### src/sv/swsc_pkg.sv
package swsc_pkg;

  // Event codes on the input channel.
  typedef enum logic [1:0] {
    OP_START   = 2'd0,
    OP_ACK     = 2'd1,
    OP_TIMEOUT = 2'd2,
    OP_NONE    = 2'd3
  } op_e;

  // Result kinds on the output channel.
  typedef enum logic [1:0] {
    K_SEND   = 2'd0,
    K_DONE   = 2'd1,
    K_GIVEUP = 2'd2,
    K_NOACT  = 2'd3
  } kind_e;

  // Configuration register indexes.
  typedef enum logic [2:0] {
    CFG_WINDOW_SIZE  = 3'd0,
    CFG_PACKET_COUNT = 3'd1,
    CFG_FINAL_LENGTH = 3'd2,
    CFG_MAX_TRIES    = 3'd3,
    CFG_CLOSE_LIMIT  = 3'd4
  } cfg_idx_e;

  typedef enum logic [1:0] {
    ST_IDLE,
    ST_DECIDE,
    ST_SEND,
    ST_CLOSE
  } state_e;

  localparam int unsigned SEQ_W    = 10;
  localparam int unsigned LEN_W    = 11;
  localparam int unsigned OFS_W    = 16;
  localparam int unsigned CFG_IDX_W = 3;
  localparam int unsigned CFG_DAT_W = 11;

  localparam logic [3:0]       WINDOW_SIZE_RST  = 4'd4;
  localparam logic [SEQ_W-1:0] PACKET_COUNT_RST = 10'd10;
  localparam logic [LEN_W-1:0] FINAL_LENGTH_RST = 11'd8;
  localparam logic [2:0]       MAX_TRIES_RST    = 3'd5;
  localparam logic [3:0]       CLOSE_LIMIT_RST  = 4'd10;

  localparam logic [SEQ_W-1:0] SEQ_MAX = '1;
  localparam logic [3:0]       FSEND_MAX = 4'd15;

endpackage

### src/sv/sliding_window_sender_control_top.sv
// Channel | Direction | Handshake              | Payload
// in      | input     | in_valid_i/in_ready_o   | operation_i, ack_number_i
// out     | output    | out_valid_o/out_ready_i | kind_o, seq_number_o, payload_length_o,
//         |           |                         | final_flag_o, byte_offset_o, last_o
// cfg     | input     | cfg_valid_i/cfg_ready_o | cfg_index_i, cfg_data_i
//
// An event is accepted in ST_IDLE and decided in ST_DECIDE; ST_SEND then issues one
// result per cycle while the output is free, set by the single sequence incrementer
// and range compares. A give-up after a burst is issued from ST_CLOSE, as is the
// status result of a window with no packet in range. Reset is asynchronous: it clears
// base, next, retry and final-send counts and the finished flag and loads the register
// reset values. A stalled output holds the sequencer; no new event is taken until the
// current one has issued its last result into the output register.
module sliding_window_sender_control_top
  import swsc_pkg::*;
#(
  parameter int unsigned CHUNK_BYTES = 8,
  parameter int unsigned MAX_WINDOW  = 15
) (
  input  logic                 clk_i,
  input  logic                 rst_ni,
  input  logic                 in_valid_i,
  output logic                 in_ready_o,
  input  logic [1:0]           operation_i,
  input  logic [SEQ_W-1:0]     ack_number_i,
  output logic                 out_valid_o,
  input  logic                 out_ready_i,
  output logic [1:0]           kind_o,
  output logic [SEQ_W-1:0]     seq_number_o,
  output logic [LEN_W-1:0]     payload_length_o,
  output logic                 final_flag_o,
  output logic [OFS_W-1:0]     byte_offset_o,
  output logic                 last_o,
  input  logic                 cfg_valid_i,
  output logic                 cfg_ready_o,
  input  logic [CFG_IDX_W-1:0] cfg_index_i,
  input  logic [CFG_DAT_W-1:0] cfg_data_i
);

  localparam logic [5:0] MaxWin = 6'(MAX_WINDOW);

  // Configuration registers.
  logic [3:0]       window_size_q;
  logic [SEQ_W-1:0] packet_count_q;
  logic [LEN_W-1:0] final_length_q;
  logic [2:0]       max_tries_q;
  logic [3:0]       close_limit_q;

  state_e           state_q, state_d;
  logic [SEQ_W-1:0] base_q, base_d;
  logic [SEQ_W-1:0] next_q, next_d;
  logic [2:0]       retry_q, retry_d;
  logic [3:0]       fsends_q, fsends_d;
  logic             fin_q, fin_d;
  op_e              op_q, op_d;
  logic [SEQ_W-1:0] ack_q, ack_d;
  logic [SEQ_W:0]   s_q, s_d;
  logic [SEQ_W:0]   upto_q, upto_d;
  logic             upd_q, upd_d;

  logic             out_valid_q, out_valid_d;
  kind_e            kind_q, kind_d;
  logic [SEQ_W-1:0] seq_q, seq_d;
  logic [LEN_W-1:0] len_q, len_d;
  logic             ffl_q, ffl_d;
  logic [OFS_W-1:0] ofs_q, ofs_d;
  logic             last_q, last_d;

  logic             slot_free;
  logic [5:0]       win;
  logic [SEQ_W:0]   s_nxt;
  logic [SEQ_W:0]   pc_ext;
  logic             s_in_range, nxt_in_range;
  logic             s_is_final;
  logic [3:0]       fs_after;
  logic             emit;
  kind_e            e_kind;
  logic [SEQ_W-1:0] e_seq;
  logic             e_last;

  assign cfg_ready_o = 1'b1;
  assign in_ready_o  = (state_q == ST_IDLE);
  assign slot_free   = !out_valid_q || out_ready_i;

  // Effective window: zero counts as one, clipped at the configured maximum.
  always_comb begin
    win = {2'b00, window_size_q};
    if (window_size_q == 4'd0) begin
      win = 6'd1;
    end
    if (win > MaxWin) begin
      win = MaxWin;
    end
  end

  // Shared step unit: one incrementer and the range compares on it.
  assign pc_ext       = {1'b0, packet_count_q};
  assign s_nxt        = s_q + 1'b1;
  assign s_in_range   = (s_q <= upto_q) && (s_q <= pc_ext);
  assign nxt_in_range = (s_nxt <= upto_q) && (s_nxt <= pc_ext);
  assign s_is_final   = (s_q == pc_ext);
  assign fs_after     = (s_is_final && fsends_q != FSEND_MAX) ? fsends_q + 4'd1 : fsends_q;

  always_comb begin
    state_d = state_q;
    base_d  = base_q;
    next_d  = next_q;
    retry_d = retry_q;
    fsends_d = fsends_q;
    fin_d   = fin_q;
    op_d    = op_q;
    ack_d   = ack_q;
    s_d     = s_q;
    upto_d  = upto_q;
    upd_d   = upd_q;
    emit    = 1'b0;
    e_kind  = K_NOACT;
    e_seq   = '0;
    e_last  = 1'b1;

    unique case (state_q)
      ST_IDLE: begin
        if (in_valid_i) begin
          op_d    = op_e'(operation_i);
          ack_d   = ack_number_i;
          state_d = ST_DECIDE;
        end
      end
      ST_DECIDE: begin
        if (slot_free) begin
          state_d = ST_IDLE;
          if (fin_q || op_q == OP_NONE) begin
            emit = 1'b1;
          end else if (op_q == OP_START || op_q == OP_TIMEOUT) begin
            if (op_q == OP_TIMEOUT && retry_q >= max_tries_q) begin
              emit   = 1'b1;
              e_kind = K_GIVEUP;
              fin_d  = 1'b1;
            end else begin
              if (op_q == OP_TIMEOUT) begin
                retry_d = retry_q + 3'd1;
              end
              s_d     = {1'b0, base_q};
              upto_d  = {1'b0, base_q} + {5'd0, win} - 1'b1;
              upd_d   = 1'b1;
              state_d = ST_SEND;
            end
          end else if (ack_q == packet_count_q) begin
            emit   = 1'b1;
            e_kind = K_DONE;
            fin_d  = 1'b1;
          end else if (ack_q < packet_count_q && ack_q == base_q) begin
            // Duplicate ack: resend the named packet without moving next_seq.
            s_d     = {1'b0, ack_q};
            upto_d  = {1'b0, ack_q};
            upd_d   = 1'b0;
            state_d = ST_SEND;
          end else if (ack_q < packet_count_q && ack_q > base_q) begin
            base_d  = ack_q;
            s_d     = (next_q > ack_q) ? {1'b0, next_q} : {1'b0, ack_q};
            upto_d  = {1'b0, ack_q} + {5'd0, win} - 1'b1;
            upd_d   = 1'b1;
            state_d = ST_SEND;
          end else begin
            emit = 1'b1;
          end
        end
      end
      ST_SEND: begin
        if (!s_in_range) begin
          state_d = ST_CLOSE;
        end else if (slot_free) begin
          emit     = 1'b1;
          e_kind   = K_SEND;
          e_seq    = s_q[SEQ_W-1:0];
          e_last   = !nxt_in_range && (fs_after < close_limit_q);
          fsends_d = fs_after;
          if (upd_q) begin
            next_d = (s_q[SEQ_W-1:0] == SEQ_MAX) ? SEQ_MAX : s_nxt[SEQ_W-1:0];
          end
          s_d = s_nxt;
          if (e_last) begin
            state_d = ST_IDLE;
          end else if (!nxt_in_range) begin
            state_d = ST_CLOSE;
          end
        end
      end
      ST_CLOSE: begin
        // Reached either with nothing sent or with the close limit hit.
        if (slot_free) begin
          emit    = 1'b1;
          state_d = ST_IDLE;
          if (fsends_q >= close_limit_q) begin
            e_kind = K_GIVEUP;
            fin_d  = 1'b1;
          end
        end
      end
      default: state_d = ST_IDLE;
    endcase
  end

  // Output register fields.
  always_comb begin
    out_valid_d = out_valid_q;
    kind_d = kind_q;
    seq_d  = seq_q;
    len_d  = len_q;
    ffl_d  = ffl_q;
    ofs_d  = ofs_q;
    last_d = last_q;
    if (emit) begin
      out_valid_d = 1'b1;
      kind_d = e_kind;
      last_d = e_last;
      if (e_kind == K_SEND) begin
        seq_d = e_seq;
        ffl_d = (e_seq == packet_count_q);
        len_d = (e_seq == packet_count_q) ? final_length_q : LEN_W'(CHUNK_BYTES);
        ofs_d = {{(OFS_W-SEQ_W){1'b0}}, e_seq} * OFS_W'(CHUNK_BYTES);
      end else begin
        seq_d = '0;
        ffl_d = 1'b0;
        len_d = '0;
        ofs_d = '0;
      end
    end else if (out_ready_i) begin
      out_valid_d = 1'b0;
    end
  end

  always_ff @(posedge clk_i or negedge rst_ni) begin
    if (!rst_ni) begin
      state_q     <= ST_IDLE;
      base_q      <= '0;
      next_q      <= '0;
      retry_q     <= '0;
      fsends_q    <= '0;
      fin_q       <= 1'b0;
      out_valid_q <= 1'b0;
      window_size_q  <= WINDOW_SIZE_RST;
      packet_count_q <= PACKET_COUNT_RST;
      final_length_q <= FINAL_LENGTH_RST;
      max_tries_q    <= MAX_TRIES_RST;
      close_limit_q  <= CLOSE_LIMIT_RST;
    end else begin
      state_q     <= state_d;
      base_q      <= base_d;
      next_q      <= next_d;
      retry_q     <= retry_d;
      fsends_q    <= fsends_d;
      fin_q       <= fin_d;
      out_valid_q <= out_valid_d;
      if (cfg_valid_i) begin
        unique case (cfg_idx_e'(cfg_index_i))
          CFG_WINDOW_SIZE:  window_size_q  <= cfg_data_i[3:0];
          CFG_PACKET_COUNT: packet_count_q <= cfg_data_i[SEQ_W-1:0];
          CFG_FINAL_LENGTH: final_length_q <= cfg_data_i;
          CFG_MAX_TRIES:    max_tries_q    <= cfg_data_i[2:0];
          CFG_CLOSE_LIMIT:  close_limit_q  <= cfg_data_i[3:0];
          default: ;
        endcase
      end
    end
  end

  always_ff @(posedge clk_i) begin
    op_q   <= op_d;
    ack_q  <= ack_d;
    s_q    <= s_d;
    upto_q <= upto_d;
    upd_q  <= upd_d;
    kind_q <= kind_d;
    seq_q  <= seq_d;
    len_q  <= len_d;
    ffl_q  <= ffl_d;
    ofs_q  <= ofs_d;
    last_q <= last_d;
  end

  assign out_valid_o      = out_valid_q;
  assign kind_o           = kind_q;
  assign seq_number_o     = seq_q;
  assign payload_length_o = len_q;
  assign final_flag_o     = ffl_q;
  assign byte_offset_o    = ofs_q;
  assign last_o           = last_q;

  a_fin_sticky: assert property (@(posedge clk_i) disable iff (!rst_ni)
    fin_q |=> fin_q)
    else $error("finished flag cleared without reset");

  a_status_last: assert property (@(posedge clk_i) disable iff (!rst_ni)
    out_valid_q && kind_q != K_SEND |-> last_q)
    else $error("status result not marked last");

  a_final_is_send: assert property (@(posedge clk_i) disable iff (!rst_ni)
    out_valid_q && ffl_q |-> kind_q == K_SEND)
    else $error("final flag on a non-send result");

  a_accept_busy: assert property (@(posedge clk_i) disable iff (!rst_ni)
    in_valid_i && in_ready_o |=> !in_ready_o)
    else $error("event accepted without leaving idle");

endmodule

### config.mk
export PLATFORM = sky130hd
export DESIGN_NAME = sliding_window_sender_control_top
export DESIGN_NICKNAME = d
export VERILOG_FILES = /design/src/sv/swsc_pkg.sv /design/src/sv/sliding_window_sender_control_top.sv
export SDC_FILE = /design/constraint.sdc
export NUM_CORES = 1
export LEC_CHECK = 0
export BUFFER_PORTS_ARGS = -buffer_cell sky130_fd_sc_hd__buf_4
export CELL_PAD_IN_SITES_DETAIL_PLACEMENT = 2
export CELL_PAD_IN_SITES_GLOBAL_PLACEMENT = 2
export CORE_MARGIN = 2
export CORE_UTILIZATION = 35
export CTS_CLUSTER_SIZE = 28
export DETAILED_ROUTE_END_ITERATION = 10
export PLACE_DENSITY = 0.89
export SYNTH_ARGS = -nofsm -noshare
export SYNTH_HDL_FRONTEND = slang
export SYNTH_SLANG_ARGS = --single-unit
### constraint.sdc
create_clock -name clk_i -period 3.54 [get_ports clk_i]
set_input_delay 0.708 -clock clk_i [delete_from_list [all_inputs] [get_ports clk_i]]
set_output_delay 0.708 -clock clk_i [all_outputs]
set_load 0.05 [all_outputs]
* Word-level counts from Yosys, hierarchy flattened
Cells that the tools add are included.
** Word-level totals
- Input port bits :: 31
- Output and inout port bits :: 44
- Register bits :: 129
- Word-level logic and storage cells :: 187
** Cells by class
- $lt $le $gt $ge :: 11
- Bitwise gates (word level) :: 5
- Multiplexer cells :: 73
- Add/subtract/negate cells :: 7
- Eq/ne operators :: 31
- Reductions and logical operators :: 36
** Operators by type and width (number)
- $mux 11 :: 14
- $mux 10 :: 5
- $mux 2 :: 19
- $eq 10x10->1 :: 3
- $mux 1 :: 26
- $add 10x6->11 :: 2
- $le 11x10->1 :: 2
- $le 11x11->1 :: 2
- $pmux 11 s2 :: 1
- $sub 11x1->11 const B :: 2
- $gt 10x10->1 :: 2
- $ne 2x2->1 const B :: 9
- $mux 4 :: 4
- $ne 3x3->1 const B :: 5
- $reduce_and 2->1 :: 7
- $reduce_and 7->1 :: 2
- $ne 4x4->1 const B :: 3
- $reduce_and 6->1 :: 2
- $add 11x1->11 const B :: 1
- $eq 11x10->1 :: 1
- $eq 10x10->1 const B :: 1
- $lt 10x10->1 :: 1
- $eq 2x2->1 const B :: 4
- $pmux 2 s4 :: 1
- 26 further kinds :: 44

* Logic depth before layout (Yosys ltp)
Gate-level depths: netlist of the first run.
- Word-level depth :: 10
- Depth in mapped cells :: 15
- Depth with buffers taken out :: 15

* Worst setup path after synthesis of the first run
Ideal clock, no wire load.
- Kind :: reg-to-reg
- Start :: register packet_count_q[3]
- End :: register ofs_q[10] (netlist: byte_offset_o[10]) (enable)
- Library setup time :: 407 ps
- Stages on the path, launching flop included :: 10
- Setup slack :: 30 ps
- Data required time :: 3133 ps
- Arrival time :: 3104 ps
- Clock period less this slack :: 3510 ps
- Path through :: dfstp_2 -> inv_1 -> ha_1 -> nand4_1 -> or3_4 -> nand2_1 -> o211ai_1 -> a221oi_1 -> o21bai_1 -> nor2_1
** Between the ends
- Word-level cells in the longest chain between the ends :: 9
- Elaborated cells between the ends (all ways) :: 14
- Classes of those cells :: order compare (2); eq/ne (1); mux (8); reduce/logical (3)
** RTL lines
- start: declaration :: line sliding_window_sender_control_top.sv:44 : logic [SEQ_W-1:0] packet_count_q;
- start signal: assignment :: line sliding_window_sender_control_top.sv:258 : CFG_PACKET_COUNT: packet_count_q <= cfg_data_i[SEQ_W-1:0];
- $lt 10x10->1 :: line sliding_window_sender_control_top.sv:152, sliding_window_sender_control_top.sv:158
- $logic_and 1x1->1 :: line sliding_window_sender_control_top.sv:158 : end else if (ack_q < packet_count_q && ack_q > base_q) begin
- $mux 1 :: line sliding_window_sender_control_top.sv:158
- $mux 1 :: line sliding_window_sender_control_top.sv:152 : end else if (ack_q < packet_count_q && ack_q == base_q) begin
- $mux 1 :: line sliding_window_sender_control_top.sv:148 : end else if (ack_q == packet_count_q) begin
- $mux 1 :: line sliding_window_sender_control_top.sv:134 : end else if (op_q == OP_START || op_q == OP_TIMEOUT) begin
- $mux 1 :: line sliding_window_sender_control_top.sv:132 : if (fin_q || op_q == OP_NONE) begin
- $mux 1 :: line sliding_window_sender_control_top.sv:130 : if (slot_free) begin
- $pmux 1 s3 (*) :: line sliding_window_sender_control_top.sv:121 : unique case (state_q)
- net emit :: line sliding_window_sender_control_top.sv:76 : logic emit;
- end signal: assignment :: line sliding_window_sender_control_top.sv:278 : ofs_q <= ofs_d;
- end: declaration :: line sliding_window_sender_control_top.sv:66 : logic [OFS_W-1:0] ofs_q, ofs_d;
Mark *: on every way through the listed nets, which the timed path passes. The rest lies on a longest branch.
A chain may end at the register's enable or synchronous reset.

* Final worst setup path of the first run
- Start :: register packet_count_q[5]
- End :: register state_q[1]
** Between the ends
- Word-level cells in the longest chain between the ends :: 9
- Elaborated cells between the ends (all ways) :: 27
- Classes of those cells :: order compare (4); eq/ne (4); mux (11); reduce/logical (8)
** RTL lines
- $eq 11x10->1 (*) :: line sliding_window_sender_control_top.sv:101 : assign s_is_final = (s_q == pc_ext);
- $logic_and 1x1->1 (*) :: line sliding_window_sender_control_top.sv:102 : assign fs_after = (s_is_final && fsends_q != FSEND_MAX) ? fsends_q + 4'd1 : fsends_q;
- $mux 4 (*) :: line sliding_window_sender_control_top.sv:102
- net fs_after[1] :: line sliding_window_sender_control_top.sv:75 : logic [3:0] fs_after;
- $lt 4x4->1 (*) :: line sliding_window_sender_control_top.sv:176 : e_last = !nxt_in_range && (fs_after < close_limit_q);
- $logic_and 1x1->1 (*) :: line sliding_window_sender_control_top.sv:176
- $mux 2 :: line sliding_window_sender_control_top.sv:182 : if (e_last) begin
- $mux 2 :: line sliding_window_sender_control_top.sv:172 : end else if (slot_free) begin
- $mux 2 :: line sliding_window_sender_control_top.sv:170 : if (!s_in_range) begin
- $pmux 2 s4 :: line sliding_window_sender_control_top.sv:121
- end signal: assignment :: line sliding_window_sender_control_top.sv:248 : state_q <= state_d;
- end: declaration :: line sliding_window_sender_control_top.sv:49 : state_e state_q, state_d;
Mark *: on every way through the listed nets, which the timed path passes. The rest lies on a longest branch. The select of a mux whose other input is x is not followed.

==> results.py, run 1 <==
metrics = {
    "cts": {
        "cts_tree": "yes",
        "cts_root_buf": "clkbuf_16",
        "clk_latency_ns": 0.46,
        "htree_levels": 4,
        "cts_buffer_depth": 2,
        "cts_sinks": 123,
        "numCtsBuffers": 17,
        "holdBufCountCts": 0,
        "path_clk_slew_ns": 0.07,
    },
    "timing": {
        "min_period_over_period": 1.06,
        "finalMaxSlewViolations": 0,
        "fin_skew_ns": 0.0192,
        "setup_ws_ns": -0.207,
        "finalCriticalPeriod_ns": 3.75,
        "whs_ns": 0.365,
        "setup_viol": 39,
        "relSlewSlack": 0.352,
        "worst_pin_slew_ns": 0.972,
        "timing.fmax_mhz": 267,
        "hold_viol_final": 0,
    },
    "floorplanning": {
        "die_h_um": 160,
        "dieArea_um2": 25700,
        "core_area_um2": 24200,
        "rows": 57,
        "die_w_um": 160,
        "io-pin-count": 75,
        "initial_core_util": 0.354,
    },
    "synthesis": {
        "synth-edff-count": 60,
        "synth_commonest_cells": "ha_1 (115), inv_1 (84), nor2_1 (62), o21ai_0 (62), edfxtp_1 (60)",
        "yosys_warnings": 0,
        "ys_seq_area_frac": 0.396,
        "yosysMostFrequentCell": "ha_1",
        "synthFlopType": "edfxtp_1",
        "ys_ff_latch": 123,
        "syn_inst": 872,
        "yosysTopAreaCellShare": 0.210,
        "syn_area_per_cell_um2": 9.82,
        "synthTopCellsByArea": "edfxtp_1 (21%), ha_1 (17%), dfrtp_1 (16%)",
        "ys_async_sr_fraction": 0.512,
        "synth_cell_types": 65,
        "syn_area_um2": 8560,
        "netlist.top_cell.by_area": "edfxtp_1",
    },
    "final_layout": {
        "fin_util": 0.432,
        "multi_input_comb_area_um2": 4790,
        "fin_area_um2": 10400,
        "fillers": 2497,
        "drive_gt1_frac": 0.219,
        "num-nets-final": 1127,
        "syn2layout_area_growth_pct": 22.0,
        "seq_area_um2": 3390,
        "diodes": 0,
    },
    "setup_path": {
        "crit_type": "reg -> reg",
        "crit_buf_inv": 2,
        "slowest_stage": "dfrtp_1",
        "startpoint": "packet_count_q[5]$_DFFE_PN0P_",
        "path_delay_family": "simple AND/OR/NAND/NOR gates",
        "critPathLaunchType": "flop",
        "cp_cell_sequence": "inv_1 > ha_1 > nand4_1 > nor4_2 > buf_4 > mux2_2 > ha_1 > nor4b_4 > nor3_2 > o21ai_1 > nand3b_1 > a21oi_2 > o32ai_2",
        "r2r_start": "packet_count_q[5]$_DFFE_PN0P_",
        "cp.required_ns": 3.87,
        "crit_top_cell": "ha_1",
        "cp-end-kind": "flop",
        "cpPeakStageDelay_ns": 0.44,
        "path_max_fanout": 5,
        "arrival_ns": 4.08,
    },
    "grt": {
        "grt_overflow_total": 0,
        "grt_max_degree": 64,
        "grt_pass1_wl_mm": 54.8,
        "grt.total_usage": 0.286,
        "antenna_found_initial": 0,
        "first_global_vias": 9050,
    },
    "detailed_routing": {
        "ant_nets": 0,
        "drtIter0Drc": 574,
        "wire_per_inst_um": 29.1,
        "vias": 7861,
        "drc_errors": 0,
        "wl_mm": 38.3,
        "avgViaCountPerCell": 5.97,
        "first_pass_iters": 5,
    },
    "placed_design": {
        "pre_cts_slack_ns": -0.104,
        "place_hpwl_mm": 24.0,
        "io_buffers": 67,
        "place.gp.congestion": 0.875,
        "place_area_um2": 9620,
    },
    "run_status": {
        "status": "complete, but fails checks",
        "violations": "negative setup slack",
    },
    "power": {
        "power_density_nw_per_um2": 594,
        "p_leak_nw": 4.79,
        "ir_drop_mv": 0.251,
    },
    "worst_hold_path": {
        "hp-class": "in -> async",
    },
    "job": {
        "drv_cap": 0,
    },
}
## metrics by stage
step / std cells / setup TNS, ns / power, W
3_3_place_gp: 1274 / 0 / 0.00390
6_report: 1316 / -3.38 / 0.00620
2_1_floorplan: 877 / 0 / 0.00334
5_1_grt: 1316 / -5.96 / 0.00642
4_1_cts: 1311 / -0.0299 / 0.00612
3_5_place_dp: 1274 / -0.851 / 0.00408
## where the power goes
part           total, W  internal [W]  switching, W
clock network   0.00193       0.00106      0.000864
registers       0.00196       0.00178      0.000172
logic           0.00232      0.000772       0.00155
total           0.00620       0.00362       0.00258
## cells by family (layout without fill, tap and decap cells)
| logic type | Yosys count | count (layout) | synth area share |
|---|---|---|---|
| AO/OA/AOI/OAI | 203 | 203 | 0.150 |
| flip-flops | 123 | 123 | 0.396 |
| AND/OR/NAND/NOR | 241 | 241 | 0.146 |
| multiplexers | 32 | 32 | 0.0405 |
| other | 2 | 7 | 0.000877 |
| XOR/XNOR | 30 | 30 | 0.0307 |
| adder cells (fa/ha/maj) | 117 | 117 | 0.173 |
| buffers and inverters | 124 | 239 | 0.0636 |
## metal layers
layer	wire, um	GRT usage
met2	19200	0.496
met3	2020	0.0550
met4	2630	0.192
met5	0	0
met1	14400	0.318
## layout make-up
class,instances,share of cell area
multi-input cells,630,0.459
flip-flops and latches,123,0.324
repair buffers,123,0.0899
clock buffers,17,0.0407
well taps,324,0.0388
inverters,84,0.0309
clock inverters,15,0.0168
## final timing paths
check / endpoint / slack [ns] / cells past startpoint
max: state_q[1]$_DFFE_PN0P_ / -0.21 / 13
min: base_q[6]$_DFFE_PN0P_ / 0.37 / 1
max reg2reg: state_q[1]$_DFFE_PN0P_ / -0.21 / 13
min reg2reg: retry_q[2]$_DFFE_PN0P_ / 0.49 / 1
max in group asynchronous: base_q[1]$_DFFE_PN0P_ / 2.51 / 1
min in group clk_i: ack_q[4]$_DFFE_PP_ / 0.43 / 1
## registers in the layout, indices dropped and copies added, names as in the netlist, 10 cells and up
signal and flops:
ack_q 10, s_q 11, base_q 10, packet_count_q 10
byte_offset_o 10, payload_length_o 11, final_length_q 11, next_q 10
upto_q 11
## layout by cell type (no fill, tap or decap), drive strengths merged, types with 12 or more instances in the layout
| master | synthesis | final |
|---|---|---|
| a21o | 15 | 15 |
| nand3 | 13 | 13 |
| clkbuf | 17 | 17 |
| nand4 | 12 | 12 |
| edfxtp | 60 | 60 |
| dfrtp | 55 | 55 |
| and2 | 14 | 14 |
| buf | 23 | 123 |
| and3 | 18 | 18 |
| o211ai | 13 | 13 |
| inv | 84 | 91 |
| nor3 | 16 | 16 |
| nand2 | 59 | 59 |
| o21ai | 63 | 63 |
| xnor2 | 19 | 19 |
| ha | 115 | 115 |
| mux2 | 21 | 21 |
| a21oi | 51 | 51 |
| nor2 | 62 | 62 |
## repair_timing
action / 4_1_cts / 5_1_grt
pin swaps: 5 / 5
buffers inserted: 5 / 5
endpoints found under the setup margin: 40 / 44
resized for setup: 10 / 18
No activity file was read; power rests on OpenSTA's default activity.
==> inputs of run 2 (changes only) <==
Settings changed: MAX_ROUTING_LAYER set to met4.
==> results.py, run 2 (same netlist as run 1, synthesis figures left out) <==
metrics = {
    "cts": {
        "cts_root_buf": "clkbuf_16",
        "cts_tree": "yes",
        "clk_latency_ns": 0.46,
        "path_clk_slew_ns": 0.07,
        "cts_buffer_depth": 2,
        "cts_sinks": 123,
        "numCtsBuffers": 17,
        "holdBufCountCts": 0,
        "htree_levels": 4,
    },
    "placed_design": {
        "place.gp.congestion": 0.890,
        "io_buffers": 67,
        "pre_cts_slack_ns": -0.104,
        "place_hpwl_mm": 24.0,
    },
    "power": {
        "power_density_nw_per_um2": 596,
        "finalPower_w": 0.00623,
        "ir_drop_mv": 0.351,
        "p_leak_nw": 4.79,
    },
    "floorplanning": {
        "core_area_um2": 24200,
        "rows": 57,
        "io-pin-count": 75,
        "dieArea_um2": 25700,
        "die_w_um": 160,
        "die_h_um": 160,
        "initial_core_util": 0.354,
    },
    "detailed_routing": {
        "avgViaCountPerCell": 6.02,
        "drtIter0Drc": 607,
        "drc_errors": 0,
        "ant_nets": 0,
        "wl_mm": 39.1,
        "wire_per_inst_um": 29.7,
        "vias": 7923,
        "first_pass_iters": 7,
    },
    "worst_hold_path": {
        "hp-class": "in -> async",
    },
    "run_status": {
        "status": "complete, but fails checks",
        "violations": "negative setup slack",
    },
    "grt": {
        "grt_overflow_total": 0,
        "first_global_vias": 9022,
        "antenna_found_initial": 1,
        "grt_max_degree": 64,
        "grt.total_usage": 0.295,
        "grt_pass1_wl_mm": 54.9,
    },
    "final_layout": {
        "drive_gt1_frac": 0.219,
        "fillers": 2498,
        "num-nets-final": 1127,
        "final_cell_mix": "buf_4 (121), ha_1 (115), inv_1 (82)",
        "final_common_cell": "buf_4",
        "fin_util": 0.432,
        "syn2layout_area_growth_pct": 22.0,
    },
    "setup_path": {
        "crit_type": "reg -> reg",
        "cp-end-kind": "flop",
        "cp_cell_sequence": "inv_1 > ha_1 > nand3_1 > nor4_2 > buf_4 > mux2_2 > ha_1 > nor4b_4 > nor3_2 > o21ai_1 > nand3b_1 > o21ai_0 > a2bb2oi_1",
        "crit_top_cell": "ha_1",
        "path_max_fanout": 5,
        "slowest_stage": "dfstp_2",
        "crit_buf_inv": 2,
        "critPathLaunchType": "flop",
        "cpPeakStageDelay_ns": 0.56,
        "ff2ff_setup_slack_ns": -0.17,
        "path_delay_family": "simple AND/OR/NAND/NOR gates",
        "cp.required_ns": 3.87,
        "arrival_ns": 4.05,
    },
    "timing": {
        "relSlewSlack": 0.347,
        "fin_skew_ns": 0.0188,
        "timing.fmax_mhz": 269,
        "finalMaxSlewViolations": 0,
        "hold_viol_final": 0,
        "whs_ns": 0.356,
        "finalCriticalPeriod_ns": 3.71,
        "setup_tns_ns": -5.00,
        "min_period_over_period": 1.05,
        "setup_viol": 39,
        "setup_ws_ns": -0.171,
        "worst_pin_slew_ns": 0.979,
    },
    "job": {
        "drv_cap": 0,
    },
}
-- run 2: cell types whose count changed in the layout (fill, tap and decap cells not counted) --
cell | previous run | this run
diode_2 | 0 | 1
-- run 2: cell type report --
class	instances	area, um2	share of cell area
sequential	123	3390	0.324
timing repair buffer	123	940	0.0899
multi-input combinational	630	4790	0.459
inverter	84	323	0.0309
tap	324	405	0.0388
antenna	1	2.50	0.000239
clock inverter	15	175	0.0168
clock buffer	17	425	0.0407
-- run 2: where the power goes --
group / leakage [nW] / internal (W) / total, W / switching [W]
registers: 1.28 / 0.00178 / 0.00196 / 0.000181
clock network: 0.286 / 0.00106 / 0.00194 / 0.000873
logic: 3.22 / 0.000772 / 0.00233 / 0.00155
-- run 2: through the flow --
stage                     cell area [um2]  cells
after detailed placement             9620   1274
after global placement               9620   1274
final                               10500   1317
after global routing                10500   1317
after CTS                           10300   1311
after floorplan                      8580    877
-- run 2: routing by layer --
metal | wire length [um] | up-vias | track usage
met5 | 0 | - | -
met2 | 19500 | 396 | 0.493
li1 | - | 3334 | -
met3 | 2290 | 175 | 0.0571
met4 | 2750 | 0 | 0.195
met1 | 14500 | 4018 | 0.320
-- run 2: path summary, 6_finish.rpt --
path	end	start	depth (start not counted)
max in group asynchronous	packet_count_q[0]$_DFFE_PN0P_	rst_ni	1
setup / recovery	state_q[0]$_DFFE_PN0P_	packet_count_q[1]$_DFFE_PN1P_	13
setup reg to reg	state_q[0]$_DFFE_PN0P_	packet_count_q[1]$_DFFE_PN1P_	13
hold reg to reg	retry_q[2]$_DFFE_PN0P_	retry_q[2]$_DFFE_PN0P_	1
hold / removal	base_q[6]$_DFFE_PN0P_	rst_ni	1
min in group clk_i	ack_q[4]$_DFFE_PP_	ack_number_i[4]	1
-- run 2: what timing repair did --
action / 4_1_cts / 5_1_grt
pin swaps: 5 / 5
setup endpoints to repair: 40 / 44
gates cloned: 0 / 0
setup buffers: 5 / 5
resized for setup: 10 / 18
